--- src/design/rcpf_pkg.sv ---
// Shared types, constants and route-table functions for the RGB cube path fader.
// No dependencies; imported by rcpf_cfg_regs, rcpf_walk and the top level.
package rcpf_pkg;

  localparam int LevelW       = 8;
  localparam int CountW       = 16;
  localparam int PosW         = 6;
  localparam int PosDepth     = 64;
  localparam int IndexW       = 2;
  localparam int RouteBytes   = 18;
  localparam int TableCorners = 36;

  // Configuration register indexes
  localparam logic [IndexW-1:0] REG_STEP_DELAY = 2'd0;
  localparam logic [IndexW-1:0] REG_END_WAIT   = 2'd1;

  localparam logic [CountW-1:0] STEP_DELAY_RST = 16'd70;
  localparam logic [CountW-1:0] END_WAIT_RST   = 16'd500;

  // Corner route, two corners per byte, high nibble first
  localparam logic [7:0] ROUTE [RouteBytes] = '{
    8'h01, 8'h23, 8'h76, 8'h54, 8'h03, 8'h21, 8'h56, 8'h74,
    8'h13, 8'h64, 8'h16, 8'h02, 8'h75, 8'h24, 8'h35, 8'h17, 8'h25, 8'h70
  };
  localparam logic [3:0] NIBBLE_MASK = 4'hf;

  typedef logic [2:0] corner_t;

  // One move of the walk: origin corner, target corner, position after it
  typedef struct packed {
    corner_t         src;
    corner_t         dst;
    logic [PosW-1:0] pos_next;
  } hop_t;

  typedef struct packed {
    logic [CountW-1:0] step_delay;
    logic [CountW-1:0] end_wait;
  } cfg_regs_t;

  // Corner at a route position; positions past the stored list read corner A
  function automatic corner_t corner_at(int pos);
    logic [7:0] b;
    logic [3:0] nib;
    if (pos >= TableCorners) return '0;
    b = ROUTE[pos >> 1];
    nib = ((pos & 1) != 0) ? (b[3:0] & NIBBLE_MASK) : (b[7:4] & NIBBLE_MASK);
    return nib[2:0];
  endfunction

  // Corner number to color bits: red bit 2, green bit 1, blue bit 0
  function automatic corner_t corner_rgb(corner_t c);
    corner_t rgb;
    case (c)
      3'd0:    rgb = 3'd0;
      3'd1:    rgb = 3'd2;
      3'd2:    rgb = 3'd3;
      3'd3:    rgb = 3'd1;
      3'd4:    rgb = 3'd4;
      3'd5:    rgb = 3'd6;
      3'd6:    rgb = 3'd7;
      default: rgb = 3'd5;
    endcase
    return rgb;
  endfunction

  // Next real move starting at position p: repeated corners are skipped,
  // the route wraps at steps with the previous corner taken as corner A.
  // Evaluated at elaboration only.
  function automatic hop_t find_hop(int steps, int p);
    int      q;
    int      k;
    bit      found;
    corner_t prev;
    corner_t cur;
    hop_t    h;
    q = p;
    found = 1'b0;
    h = '0;
    for (k = 0; k <= PosDepth + 1; k++) begin
      if (!found) begin
        if (q >= steps) q = 0;
        prev = (q == 0) ? corner_t'(0) : corner_at(q - 1);
        cur  = corner_at(q);
        if (cur != prev) begin
          found = 1'b1;
          h.src = prev;
          h.dst = cur;
          h.pos_next = PosW'(q + 1);
        end else begin
          q = q + 1;
        end
      end
    end
    return h;
  endfunction

  // One level step toward a goal
  function automatic logic [LevelW-1:0] toward(logic [LevelW-1:0] cur,
                                               logic [LevelW-1:0] goal);
    if (cur < goal) return cur + 1'b1;
    if (cur > goal) return cur - 1'b1;
    return cur;
  endfunction

endpackage

--- src/design/rcpf_in_if.sv ---
// Tick input channel: valid/ready with the restart flag.
// Depends on nothing.
interface rcpf_in_if;
  logic valid;
  logic ready;
  logic restart;

  modport source (output valid, output restart, input ready);
  modport sink   (input valid, input restart, output ready);
endinterface

--- src/design/rcpf_out_if.sv ---
// Color output channel: valid/ready with the level triple and new_color flag.
// Depends on nothing.
interface rcpf_out_if;
  logic       valid;
  logic       ready;
  logic [7:0] red;
  logic [7:0] green;
  logic [7:0] blue;
  logic       new_color;

  modport source (output valid, output red, output green, output blue, output new_color,
                  input ready);
  modport sink   (input valid, input red, input green, input blue, input new_color,
                  output ready);
endinterface

--- src/design/rcpf_cfg_if.sv ---
// Configuration write channel: valid/ready with register index and data.
// Depends on nothing.
interface rcpf_cfg_if;
  logic        valid;
  logic        ready;
  logic [1:0]  index;
  logic [15:0] data;

  modport source (output valid, output index, output data, input ready);
  modport sink   (input valid, input index, input data, output ready);
endinterface

--- src/design/rcpf_cfg_regs.sv ---
// Configuration registers step_delay and end_wait.
// Depends on rcpf_pkg and rcpf_cfg_if.
module rcpf_cfg_regs import rcpf_pkg::*; (
  input  logic       clk,
  input  logic       rst,
  rcpf_cfg_if.sink   cfg,
  output cfg_regs_t  regs
);

  // Writes are always taken; unknown indexes are dropped
  assign cfg.ready = 1'b1;

  always_ff @(posedge clk) begin
    if (rst) begin
      regs.step_delay <= STEP_DELAY_RST;
      regs.end_wait   <= END_WAIT_RST;
    end else if (cfg.valid) begin
      case (cfg.index)
        REG_STEP_DELAY: regs.step_delay <= cfg.data;
        REG_END_WAIT:   regs.end_wait   <= cfg.data;
        default: ;
      endcase
    end
  end

endmodule

--- src/design/rcpf_walk.sv ---
// Walk state and per-tick update: route position, hold and rest counters, levels.
// Depends on rcpf_pkg.
module rcpf_walk import rcpf_pkg::*; #(
  parameter int LEVEL_MAX  = 255,
  parameter int LEVEL_MIN  = 0,
  parameter int PATH_STEPS = 36
) (
  input  logic              clk,
  input  logic              rst,
  input  logic              fire,
  input  logic              restart,
  input  cfg_regs_t         cfg,
  output logic [LevelW-1:0] red_next,
  output logic [LevelW-1:0] green_next,
  output logic [LevelW-1:0] blue_next,
  output logic              new_color_next
);

  localparam int Span = (LEVEL_MAX > LEVEL_MIN) ? (LEVEL_MAX - LEVEL_MIN) : 0;
  localparam logic [LevelW-1:0] SpanLvl = LevelW'(Span);
  localparam logic [LevelW-1:0] LvlHi   = LevelW'(LEVEL_MAX);
  localparam logic [LevelW-1:0] LvlLo   = LevelW'(LEVEL_MIN);

  typedef enum logic [2:0] {
    PH_FETCH = 3'b001,
    PH_HOLD  = 3'b010,
    PH_REST  = 3'b100
  } phase_t;

  // Move table: for each position, the next move with a real color change
  hop_t hop_tab [PosDepth];
  for (genvar gp = 0; gp < PosDepth; gp++) begin : g_hop
    localparam hop_t Entry = find_hop(PATH_STEPS, gp);
    assign hop_tab[gp] = Entry;
  end

  phase_t            phase, phase_next;
  logic [PosW-1:0]   path_position, path_position_next;
  corner_t           last_corner, last_corner_next;
  logic [LevelW-1:0] steps_done, steps_done_next;
  logic [CountW-1:0] wait_count, wait_count_next;
  logic [LevelW-1:0] level_red, level_green, level_blue;

  phase_t            ph_e;
  logic [PosW-1:0]   pos_e;
  corner_t           last_e;
  logic [LevelW-1:0] steps_e;
  logic [CountW-1:0] wait_e;
  logic [CountW-1:0] hold_ticks;
  logic              do_fetch;
  hop_t              hop;
  corner_t           src_rgb, dst_rgb;

  assign hold_ticks = (cfg.step_delay == '0) ? '0 : cfg.step_delay - 1'b1;

  // Restart pulls the walk back to the start before the tick is handled
  assign ph_e    = restart ? PH_FETCH : phase;
  assign pos_e   = restart ? '0 : path_position;
  assign last_e  = restart ? '0 : last_corner;
  assign steps_e = restart ? '0 : steps_done;
  assign wait_e  = restart ? '0 : wait_count;

  assign hop     = hop_tab[pos_e];
  assign src_rgb = corner_rgb(hop.src);
  assign dst_rgb = corner_rgb(last_e);

  // One tick of the walk
  always_comb begin
    phase_next         = ph_e;
    path_position_next = pos_e;
    last_corner_next   = last_e;
    steps_done_next    = steps_e;
    wait_count_next    = wait_e;
    red_next           = level_red;
    green_next         = level_green;
    blue_next          = level_blue;
    new_color_next     = 1'b0;
    do_fetch           = 1'b0;

    case (ph_e)
      PH_HOLD: begin
        if (wait_e != '0) begin
          wait_count_next = wait_e - 1'b1;
        end else if (steps_e < SpanLvl) begin
          red_next        = toward(level_red,   dst_rgb[2] ? LvlHi : LvlLo);
          green_next      = toward(level_green, dst_rgb[1] ? LvlHi : LvlLo);
          blue_next       = toward(level_blue,  dst_rgb[0] ? LvlHi : LvlLo);
          steps_done_next = steps_e + 1'b1;
          wait_count_next = hold_ticks;
          new_color_next  = 1'b1;
        end else if (cfg.end_wait != '0) begin
          phase_next      = PH_REST;
          wait_count_next = cfg.end_wait - 1'b1;
        end else begin
          do_fetch = 1'b1;
        end
      end
      PH_REST: begin
        if (wait_e != '0) begin
          wait_count_next = wait_e - 1'b1;
        end else begin
          do_fetch = 1'b1;
        end
      end
      default: do_fetch = 1'b1;
    endcase

    // Start the next edge at the origin corner's full levels, or go straight to rest when the span is zero
    if (do_fetch) begin
      path_position_next = hop.pos_next;
      last_corner_next   = hop.dst;
      if (Span == 0) begin
        phase_next      = PH_REST;
        wait_count_next = cfg.end_wait;
      end else begin
        red_next        = src_rgb[2] ? LvlHi : LvlLo;
        green_next      = src_rgb[1] ? LvlHi : LvlLo;
        blue_next       = src_rgb[0] ? LvlHi : LvlLo;
        steps_done_next = LevelW'(1);
        wait_count_next = hold_ticks;
        phase_next      = PH_HOLD;
        new_color_next  = 1'b1;
      end
    end
  end

  always_ff @(posedge clk) begin
    if (rst) begin
      phase         <= PH_FETCH;
      path_position <= '0;
      last_corner   <= '0;
      steps_done    <= '0;
      wait_count    <= '0;
      level_red     <= LvlLo;
      level_green   <= LvlLo;
      level_blue    <= LvlLo;
    end else if (fire) begin
      phase         <= phase_next;
      path_position <= path_position_next;
      last_corner   <= last_corner_next;
      steps_done    <= steps_done_next;
      wait_count    <= wait_count_next;
      level_red     <= red_next;
      level_green   <= green_next;
      level_blue    <= blue_next;
    end
  end

endmodule

--- src/design/rgb_cube_path_fader_unit.sv ---
// Channel  Dir  Word contents                       Handshake
// tick     in   restart                             valid/ready
// color    out  red, green, blue, new_color         valid/ready
// cfg      in   index, data (step_delay, end_wait)  valid/ready, always ready
//
// One color word per tick word. A tick is registered in the input register, the walk
// update runs from it and its word lands in the output register. One tick is accepted
// every cycle unless a color stall fills both registers. Synchronous reset returns
// the walk to corner A with levels at LEVEL_MIN and clears both valid flags. A stall
// on color holds the output word and the input register; tick ready drops only while
// both are full.
//
// Top level; depends on rcpf_pkg, the channel interfaces, rcpf_cfg_regs, rcpf_walk.
module rgb_cube_path_fader_unit import rcpf_pkg::*; #(
  parameter int LEVEL_MAX  = 255,
  parameter int LEVEL_MIN  = 0,
  parameter int PATH_STEPS = 36
) (
  input  logic        clk,
  input  logic        rst,
  rcpf_in_if.sink     tick,
  rcpf_out_if.source  color,
  rcpf_cfg_if.sink    cfg
);

  cfg_regs_t         regs;
  logic              s1_valid;
  logic              s1_restart;
  logic              out_valid;
  logic              advance;
  logic              fire;
  logic [LevelW-1:0] red_next, green_next, blue_next;
  logic              new_color_next;
  logic [LevelW-1:0] red_q, green_q, blue_q;
  logic              new_color_q;

  rcpf_cfg_regs u_cfg_regs (
    .clk  (clk),
    .rst  (rst),
    .cfg  (cfg),
    .regs (regs)
  );

  // Pipeline moves whenever the output register is free or being drained
  assign advance    = !out_valid || color.ready;
  assign tick.ready = !s1_valid || advance;
  assign fire       = s1_valid && advance;

  // Input register
  always_ff @(posedge clk) begin
    if (rst) begin
      s1_valid <= 1'b0;
    end else if (tick.ready) begin
      s1_valid <= tick.valid;
    end
  end

  always_ff @(posedge clk) begin
    if (tick.valid && tick.ready) begin
      s1_restart <= tick.restart;
    end
  end

  rcpf_walk #(
    .LEVEL_MAX  (LEVEL_MAX),
    .LEVEL_MIN  (LEVEL_MIN),
    .PATH_STEPS (PATH_STEPS)
  ) u_walk (
    .clk            (clk),
    .rst            (rst),
    .fire           (fire),
    .restart        (s1_restart),
    .cfg            (regs),
    .red_next       (red_next),
    .green_next     (green_next),
    .blue_next      (blue_next),
    .new_color_next (new_color_next)
  );

  // Output register
  always_ff @(posedge clk) begin
    if (rst) begin
      out_valid <= 1'b0;
    end else if (advance) begin
      out_valid <= s1_valid;
    end
  end

  always_ff @(posedge clk) begin
    if (fire) begin
      red_q       <= red_next;
      green_q     <= green_next;
      blue_q      <= blue_next;
      new_color_q <= new_color_next;
    end
  end

  assign color.valid     = out_valid;
  assign color.red       = red_q;
  assign color.green     = green_q;
  assign color.blue      = blue_q;
  assign color.new_color = new_color_q;

endmodule

--- src/flat_wrapper.sv ---
// flat-port wrapper written by rule: the top's interface ports become plain ports
module rgb_cube_path_fader_unit_flat import rcpf_pkg::*;
#(
  parameter int LEVEL_MAX  = 255,
  parameter int LEVEL_MIN  = 0,
  parameter int PATH_STEPS = 36
)
  (clk, rst, tick_valid, tick_restart, tick_ready, color_valid, color_red, color_green, color_blue, color_new_color, color_ready, cfg_valid, cfg_index, cfg_data, cfg_ready);
  rcpf_in_if tick_i ();
  rcpf_out_if color_i ();
  rcpf_cfg_if cfg_i ();
  input  logic clk;
  input  logic rst;
  input wire logic [$bits(tick_i.valid)-1:0] tick_valid;
  input wire logic [$bits(tick_i.restart)-1:0] tick_restart;
  output wire logic [$bits(tick_i.ready)-1:0] tick_ready;
  output wire logic [$bits(color_i.valid)-1:0] color_valid;
  output wire logic [$bits(color_i.red)-1:0] color_red;
  output wire logic [$bits(color_i.green)-1:0] color_green;
  output wire logic [$bits(color_i.blue)-1:0] color_blue;
  output wire logic [$bits(color_i.new_color)-1:0] color_new_color;
  input wire logic [$bits(color_i.ready)-1:0] color_ready;
  input wire logic [$bits(cfg_i.valid)-1:0] cfg_valid;
  input wire logic [$bits(cfg_i.index)-1:0] cfg_index;
  input wire logic [$bits(cfg_i.data)-1:0] cfg_data;
  output wire logic [$bits(cfg_i.ready)-1:0] cfg_ready;
  assign tick_i.valid = tick_valid;
  assign tick_i.restart = tick_restart;
  assign tick_ready = tick_i.ready;
  assign color_valid = color_i.valid;
  assign color_red = color_i.red;
  assign color_green = color_i.green;
  assign color_blue = color_i.blue;
  assign color_new_color = color_i.new_color;
  assign color_i.ready = color_ready;
  assign cfg_i.valid = cfg_valid;
  assign cfg_i.index = cfg_index;
  assign cfg_i.data = cfg_data;
  assign cfg_ready = cfg_i.ready;
  rgb_cube_path_fader_unit #(.LEVEL_MAX(LEVEL_MAX), .LEVEL_MIN(LEVEL_MIN), .PATH_STEPS(PATH_STEPS)) u_core (.clk(clk), .rst(rst), .tick(tick_i), .color(color_i), .cfg(cfg_i));
endmodule
--- config.mk ---
export PLATFORM = sky130hd
export DESIGN_NAME = rgb_cube_path_fader_unit_flat
export DESIGN_NICKNAME = d
export VERILOG_FILES = /design/src/design/rcpf_pkg.sv /design/src/design/rcpf_in_if.sv /design/src/design/rcpf_out_if.sv /design/src/design/rcpf_cfg_if.sv /design/src/design/rcpf_cfg_regs.sv /design/src/design/rcpf_walk.sv /design/src/design/rgb_cube_path_fader_unit.sv /design/src/flat_wrapper.sv
export SDC_FILE = /design/constraint.sdc
export NUM_CORES = 1
export LEC_CHECK = 0
export BUFFER_PORTS_ARGS = -buffer_cell sky130_fd_sc_hd__buf_4
export CORE_AREA = 2 2 193 195
export DETAILED_ROUTE_END_ITERATION = 10
export DIE_AREA = 0 0 195 197
export MAX_ROUTING_LAYER = met4
export PLACE_DENSITY = 0.38
export SLEW_MARGIN = 30
export SYNTH_ARGS = -nofsm -noshare
export SYNTH_HDL_FRONTEND = slang
export SYNTH_HIERARCHICAL = 1
export SYNTH_SLANG_ARGS = --single-unit
export TNS_END_PERCENT = 5
--- constraint.sdc ---
create_clock -name clk -period 4.4 [get_ports clk]
set_input_delay 0.44 -clock clk [delete_from_list [all_inputs] [get_ports clk]]
set_output_delay 0.44 -clock clk [all_outputs]
set_load 0.02 [all_outputs]
# After elaboration in Yosys (flattened, before gate mapping)
# Memories as Yosys holds them, arrays and structs flattened.
# Cells that the tools add are included.
# op_classes
n_reduce_logical	14
n_lt_le_gt_ge	8
n_addsub	10
bitwise_logic	1
n_eq_ne	15
n_mux	92
# op_table
op	n
two-way mux 8 bit	35
two-way mux 16 bit	7
subtractor 16 x 1 -> 16 bit (second input constant)	3
case mux 3 bit (7 select lines)	2
two-way mux 1 bit	34
adder 8 x 1 -> 8 bit (second input constant)	4
case mux 16 bit (2 select lines)	1
nonzero test 16 bit	2
greater-than comparator 8 bit	3
less-than comparator 8 bit	3
two-way mux 12 bit	2
two-way mux 3 bit	8
subtractor 8 x 1 -> 8 bit (second input constant)	3
equality test 3 bit (second input constant)	7
logical NOT 16 bit	1
equality test 3 x 2 -> 1 bit (second input constant)	5
two-way mux 6 bit	2
less-than comparator 8 bit (second input constant)	1
>= comparator 7 bit (second input constant)	1
NOT 6 -> 7 bit	1
equality test 3 x 1 -> 1 bit (second input constant)	2
logical NOT 3 bit	2
AND reduction 2 bit	2
equality test 2 x 1 -> 1 bit (second input constant)	1
other kinds (5)	8
# word_totals
romBits	768
regBits	120
wordCells	158
mem_count	1
# memory_table
name	words	word_bits	read_ports	rd_clocked_by_memory_dff	wr	line	source
(no name shown)	64	12	1	0	0	rcpf_walk.sv:63	assign hop = hop_tab[pos_e];

# Logic depth before layout (Yosys ltp)
# logic_depth
word_depth	19
ltp_mapped	21
depth_no_buf	16

# Cells and area by module
# The synthesis kept the hierarchy.
# modules_own_cells
mod	instances	seq_area_each_um2	cells_each	area_each_um2
rcpf_walk	1	1201.2	942	6703.9
rcpf_cfg_regs	1	640.6	133	1347.5
rgb_cube_path_fader_unit	1	820.8	36	884.6

# Worst setup path after synthesis
# No wires, ideal clock.
# synth_timing
path_type	register to register
from	register u_core.s1_restart
to	register u_core.u_walk.level_red[5]
t_arrival_ns	4.056
path_stages_with_launch	19
synth_period_minus_slack_ns	4.137
setup_time_ns	0.081
setup_slack_ns	0.263
path_buffers	4
path_cell_list	edfxtp_1 clkbuf_1 clkbuf_1 clkbuf_1 clkbuf_1 nand2b_1 inv_1 ha_1 a21oi_1 o21ai_0 a21oi_1 nor2_1 o32ai_1 inv_1 ha_1 nor4_1 o211ai_1 or2_2 a41oi_1
# synth_between
elab_chain_len	16
elab_cells_between_ends	53
classes_between	3 x order compare; 14 x eq/ne; 31 x mux; 1 x bitwise; 3 x reduce/logical; 1 x memory
# synth_lines
item	line	source
from (decl)	rgb_cube_path_fader_unit.sv:28	logic s1_restart;
from (signal assigned)	rgb_cube_path_fader_unit.sv:60	s1_restart <= tick.restart;
two-way mux 3 bit	rcpf_walk.sv:59	assign last_e = restart ? '0 : last_corner;
equality test 3 bit (tied with other cells)	rcpf_pkg.sv:54	case (c)
case mux 3 bit (7 select lines)	rcpf_pkg.sv:54	
two-way mux 8 bit	rcpf_walk.sv:85	red_next = toward(level_red, dst_rgb[2] ? LvlHi : LvlLo);
greater-than comparator 8 bit	rcpf_pkg.sv:102	if (cur > goal) return cur - 1'b1;
two-way mux 1 bit (2 in a row)	rcpf_pkg.sv:102	
two-way mux 1 bit	rcpf_walk.sv:84	end else if (steps_e < SpanLvl) begin
two-way mux 1 bit	rcpf_walk.sv:82	if (wait_e != '0) begin
two-way mux 1 bit	rcpf_walk.sv:80	case (ph_e)
two-way mux 8 bit	rcpf_pkg.sv:103	return cur;
two-way mux 8 bit	rcpf_pkg.sv:102	
two-way mux 8 bit	rcpf_walk.sv:84	
two-way mux 8 bit	rcpf_walk.sv:82	
two-way mux 8 bit	rcpf_walk.sv:80	
two-way mux 8 bit *	rcpf_walk.sv:109	if (do_fetch) begin
to (signal assigned)	rcpf_walk.sv:134	level_red <= LvlLo;
to (signal assigned)	rcpf_walk.sv:143	level_red <= red_next;
to (decl)	rcpf_walk.sv:42	logic [LevelW-1:0] level_red, level_green, level_blue;
# Every way passes the cells marked *; elsewhere a longest branch is shown, timed or not. The select of a mux whose other input is x is not followed.
# A chain may end at the register's enable or synchronous reset.

# Worst setup path in the final report
# layout_timing
from	register u_core.s1_restart
to	register u_core.u_walk.level_blue[0]
# layout_between
elab_chain_len	16
elab_cells_between_ends	53
classes_between	3 x order compare; 14 x eq/ne; 31 x mux; 1 x bitwise; 3 x reduce/logical; 1 x memory
# layout_lines
item	line	source
two-way mux 3 bit	rcpf_walk.sv:59	
equality test 3 bit (tied with other cells)	rcpf_pkg.sv:54	
case mux 3 bit (7 select lines)	rcpf_pkg.sv:54	
two-way mux 8 bit	rcpf_walk.sv:87	blue_next = toward(level_blue, dst_rgb[0] ? LvlHi : LvlLo);
greater-than comparator 8 bit	rcpf_pkg.sv:102	
two-way mux 1 bit (2 in a row)	rcpf_pkg.sv:102	
two-way mux 1 bit	rcpf_walk.sv:84	
two-way mux 1 bit	rcpf_walk.sv:82	
two-way mux 1 bit	rcpf_walk.sv:80	
two-way mux 8 bit	rcpf_pkg.sv:103	
two-way mux 8 bit	rcpf_pkg.sv:102	
two-way mux 8 bit	rcpf_walk.sv:84	
two-way mux 8 bit	rcpf_walk.sv:82	
two-way mux 8 bit	rcpf_walk.sv:80	
two-way mux 8 bit *	rcpf_walk.sv:109	
net u_core.blue_next[0]	rgb_cube_path_fader_unit.sv:32	logic [LevelW-1:0] red_next, green_next, blue_next;
to (signal assigned)	rcpf_walk.sv:136	level_blue <= LvlLo;
to (signal assigned)	rcpf_walk.sv:145	level_blue <= blue_next;
to (decl)	rcpf_walk.sv:42	
# Mark *: on every way through the listed nets, which the timed path passes. The rest lies on a longest branch. The select of a mux whose other input is x is not followed.

==> flow_metrics.py <==
metrics = {
    "layout": {
        "stdcell_count": 1614,
        "multi_input_area_sq_um": 5810,
        "final-seq-area_sq_um": 2660,
        "final_layout_size_suffix_gt1_share_pct": 12.0,
        "area_delta_synth_final_pct": 16.2,
        "n_antenna_cell": 0,
        "finalNetCount": 1202,
        "n_fill_cell": 3966,
        "finalCoreUtilization_pct": 28.6,
    },
    "floorplan": {
        "die_area_sq_um": 38400,
        "floorplan.initialDensity_pct": 24.6,
        "dieWidth_microns": 195,
        "fp-row-count": 70,
        "core_sq_um": 36300,
        "io_pins": 52,
        "die_y_microns": 197,
    },
    "pwr": {
        "irDropWorstVdd_mv": 0.268,
        "p_int_mw": 2.24,
        "powerDensity_nw_per_um2": 310,
        "power.switching_uw": 984,
        "swShare_pct": 30.6,
        "clock_power_share_pct": 41.6,
        "p_leak_nw": 3.64,
        "finalPower_mw": 3.22,
        "p_comb_share_pct": 19.7,
        "pwr-share-seq_pct": 38.6,
    },
    "setup_path": {
        "rrSetupSlack_ps": 470,
        "worstPathCellList": "nand2b_1 -> inv_1 -> ha_1 -> mux2i_1 -> nand2_1 -> o21ai_0 -> a21oi_1 -> nor2_1 -> o32ai_1 -> ha_1 -> o221ai_1 -> a221oi_1 -> and2_1 -> a21oi_1 -> a21o_1",
        "path_buf_inv": 1,
        "reg2reg_depth": 15,
        "critPathKind": "reg2reg",
        "endpoint_kind": "flip-flop",
        "timing.rr.start": "u_core/s1_restart",
        "reg2reg_to": "u_core/u_walk/level_blue[0]",
        "cp-startpoint": "u_core/s1_restart",
        "critPathMaxFanout": 7,
        "cp.arrival_ps": 4250,
        "critPathMaxStageDelay_ps": 580,
        "crit_cells": 15,
        "crit_path_top_delay_cell": "a221oi_1",
        "cpLargestDelayFamily": "compound AO/OA/AOI/OAI gates",
        "cp-start-kind": "flip-flop",
        "cp.required_ps": 4720,
        "worstSetupEndpoint": "u_core/u_walk/level_blue[0]",
    },
    "timing": {
        "tns_ps": 0,
        "post-route-min-period_ps": 3930,
        "timing.final.crit_share_pct": 89.3,
        "slew_headroom_pct": 46.7,
        "setup_viol": 0,
        "worstMarginPinSlew_ps": 798,
        "rsz0062_at_grt": "no",
        "finClkSkew_ps": 12.8,
        "timing.final.hold_violations": 0,
        "maxSlewViolCount": 0,
        "fmax_ghz": 0.254,
    },
    "logic_synthesis": {
        "netlist_instances": 1111,
        "synth_nets": 1180,
        "synth_area_per_cell_sq_um": 8.04,
        "netlist-cell-type-count": 83,
        "yosysTopAreaCellShare_pct": 21.1,
        "post-synth-top-area-cell": "dfxtp_1",
        "synth-edff-count": 26,
        "yosys_warnings": 6,
        "syn_area_sq_um": 8940,
        "synth_area_leaders": "dfxtp_1 21%, edfxtp_1 8.7%, ha_1 6.3%",
        "yosysSeqAreaShare_pct": 29.8,
        "synth_ff_type": "dfxtp_1",
        "async_reset_ff_share_pct": 0,
        "ys_ff_latch": 120,
    },
    "run_status": {
        "status": "finished, final reports clean",
    },
    "routing": {
        "vias": 8184,
        "wire_per_inst_microns": 17.5,
        "drc": 0,
        "dr.pass1.iters": 5,
        "drtIter0Drc": 449,
        "ant_nets": 0,
        "routed_wirelength_mm": 28.2,
        "drt-vias-per-instance": 5.07,
    },
    "clock_tree": {
        "clk-insertion-delay-late_ps": 430,
        "clock_sinks": 120,
        "clk_pin_slew_ps": 60,
        "cts_tree": "done",
        "cts-root-buf": "clkbuf_16",
        "cts_buffers": 17,
        "hold_buffers": 0,
        "cts_resized": 0,
        "cts_buffer_depth": 2,
        "ctsHtreeMaxLevel": 4,
        "postCtsSetupBuffers": 0,
    },
    "place": {
        "place_inst": 1582,
        "hpwl_mm": 20.7,
        "routabilityCongestion": 0.824,
        "io_buffers": 50,
    },
    "grt": {
        "grt_pass1_wl_mm": 45.5,
        "grt_use_total_pct": 15.4,
        "antenna_found_initial": 0,
        "grt_start_max_net_pins": 54,
        "grt_overflow": 0,
        "first_global_vias": 8071,
    },
    "run": {
        "cap_viol_max_count": 0,
    },
    "worst_hold_path": {
        "min_path_type": "in2reg",
    },
}
-- cells in the final DEF, fill, tap and decap left out, drive strengths merged, types with 17 or more instances in the layout --
cell	instances
nor2	104
dfxtp	94
nand2	83
buf	80
a21oi	77
nor3	59
nand2b	53
mux2i	47
ha	45
o21ai	44
inv	37
nand3	34
xnor2	31
edfxtp	26
clkbuf	24
a211oi	19
nor4	18
xor2	17
-- through the flow --
step                setup WS (ps)  cell area (sq um)  hold WS (ps)
finish                        469              10400           197
global route                 82.0              10400           175
CTS                           479              10400           171
detailed placement            495               9820           467
global placement              547               9820           465
floorplan                     263               8940           432
-- routing by layer --
layer  vias up  track usage, %  wire length [microns]
met5         -               -                      0
met4         0            4.01                    306
met3        21            2.50                    974
met2       136            25.2                  13200
met1      3885            19.9                  13800
li1       4142               -                      -
-- how the worst min path moves through the flow --
stage                            startpoint                           end  slack, ps  cells after the start
6_report                       tick_restart             u_core/s1_restart        200                      1
5_1_grt                        tick_restart             u_core/s1_restart        180                      1
4_1_cts                        tick_restart             u_core/s1_restart        170                      1
3_5_place_dp   u_core/u_walk/last_corner[0]  u_core/u_walk/last_corner[0]        470                      2
3_3_place_gp   u_core/u_walk/last_corner[0]  u_core/u_walk/last_corner[0]        460                      2
2_1_floorplan  u_core/u_walk/last_corner[2]  u_core/u_walk/last_corner[2]        430                      2
-- synthesized netlist by cell type, types with 14 or more instances --
library cell    n
dfxtp_1        94
nand4_1        16
nand2_1        83
nor3_1         58
nand3b_1       14
nand3_1        33
xnor2_1        31
clkbuf_1       56
mux2i_1        47
edfxtp_1       26
inv_1          37
nor2_1        104
a21oi_1        76
xor2_1         17
o21ai_0        42
nand2b_1       53
a211oi_1       19
ha_1           45
-- power groups by stage --
stage                     logic [mW]  registers (mW)  clock network (mW)
after global placement         0.640            1.27                   0
after detailed placement       0.637            1.27                   0
after global routing           0.709            1.25                1.44
final                          0.636            1.24                1.34
after CTS                      0.640            1.24                1.39
after floorplan                0.440            1.26                   0
-- area by class of cell --
type                            instances  area share [%]
Tap cell                              468            5.64
Multi-Input combinational cell        877            56.0
Sequential cell                       120            25.6
Inverter                               37            1.34
Clock buffer                           24            4.95
Timing Repair Buffer                   80            6.03
Clock inverter                          8           0.422
-- state kept, by name, summed over array words and instances (netlist names) --
| signal | count |
|---|---|
| u_core/u_walk/path_position | 6 |
| u_core/u_walk/phase | 3 |
| u_core/u_cfg_regs/regs | 32 |
| u_core/color.valid | 1 |
| u_core/color.green | 8 |
| u_core/color.new_color | 1 |
| u_core/color.red | 8 |
| u_core/u_walk/last_corner | 3 |
| u_core/s1_valid | 1 |
| u_core/color.blue | 8 |
| u_core/u_walk/level_blue | 8 |
| u_core/u_walk/level_green | 8 |
| u_core/u_walk/level_red | 8 |
| u_core/u_walk/steps_done | 8 |
| u_core/s1_restart | 1 |
| u_core/u_walk/wait_count | 16 |
-- cell families after synthesis --
| group | count (synthesis) | synth area share (%) |
|---|---|---|
| other | 1 | 0.0420 |
| multiplexers | 50 | 5.77 |
| adder cells (fa/ha/maj) | 45 | 6.30 |
| flip-flops | 120 | 29.8 |
| AND/OR/NAND/NOR | 462 | 27.8 |
| AO/OA/AOI/OAI | 271 | 20.4 |
| buffers and inverters | 114 | 5.19 |
| XOR/XNOR | 48 | 4.70 |
No activity file was read; power rests on OpenSTA's default activity.
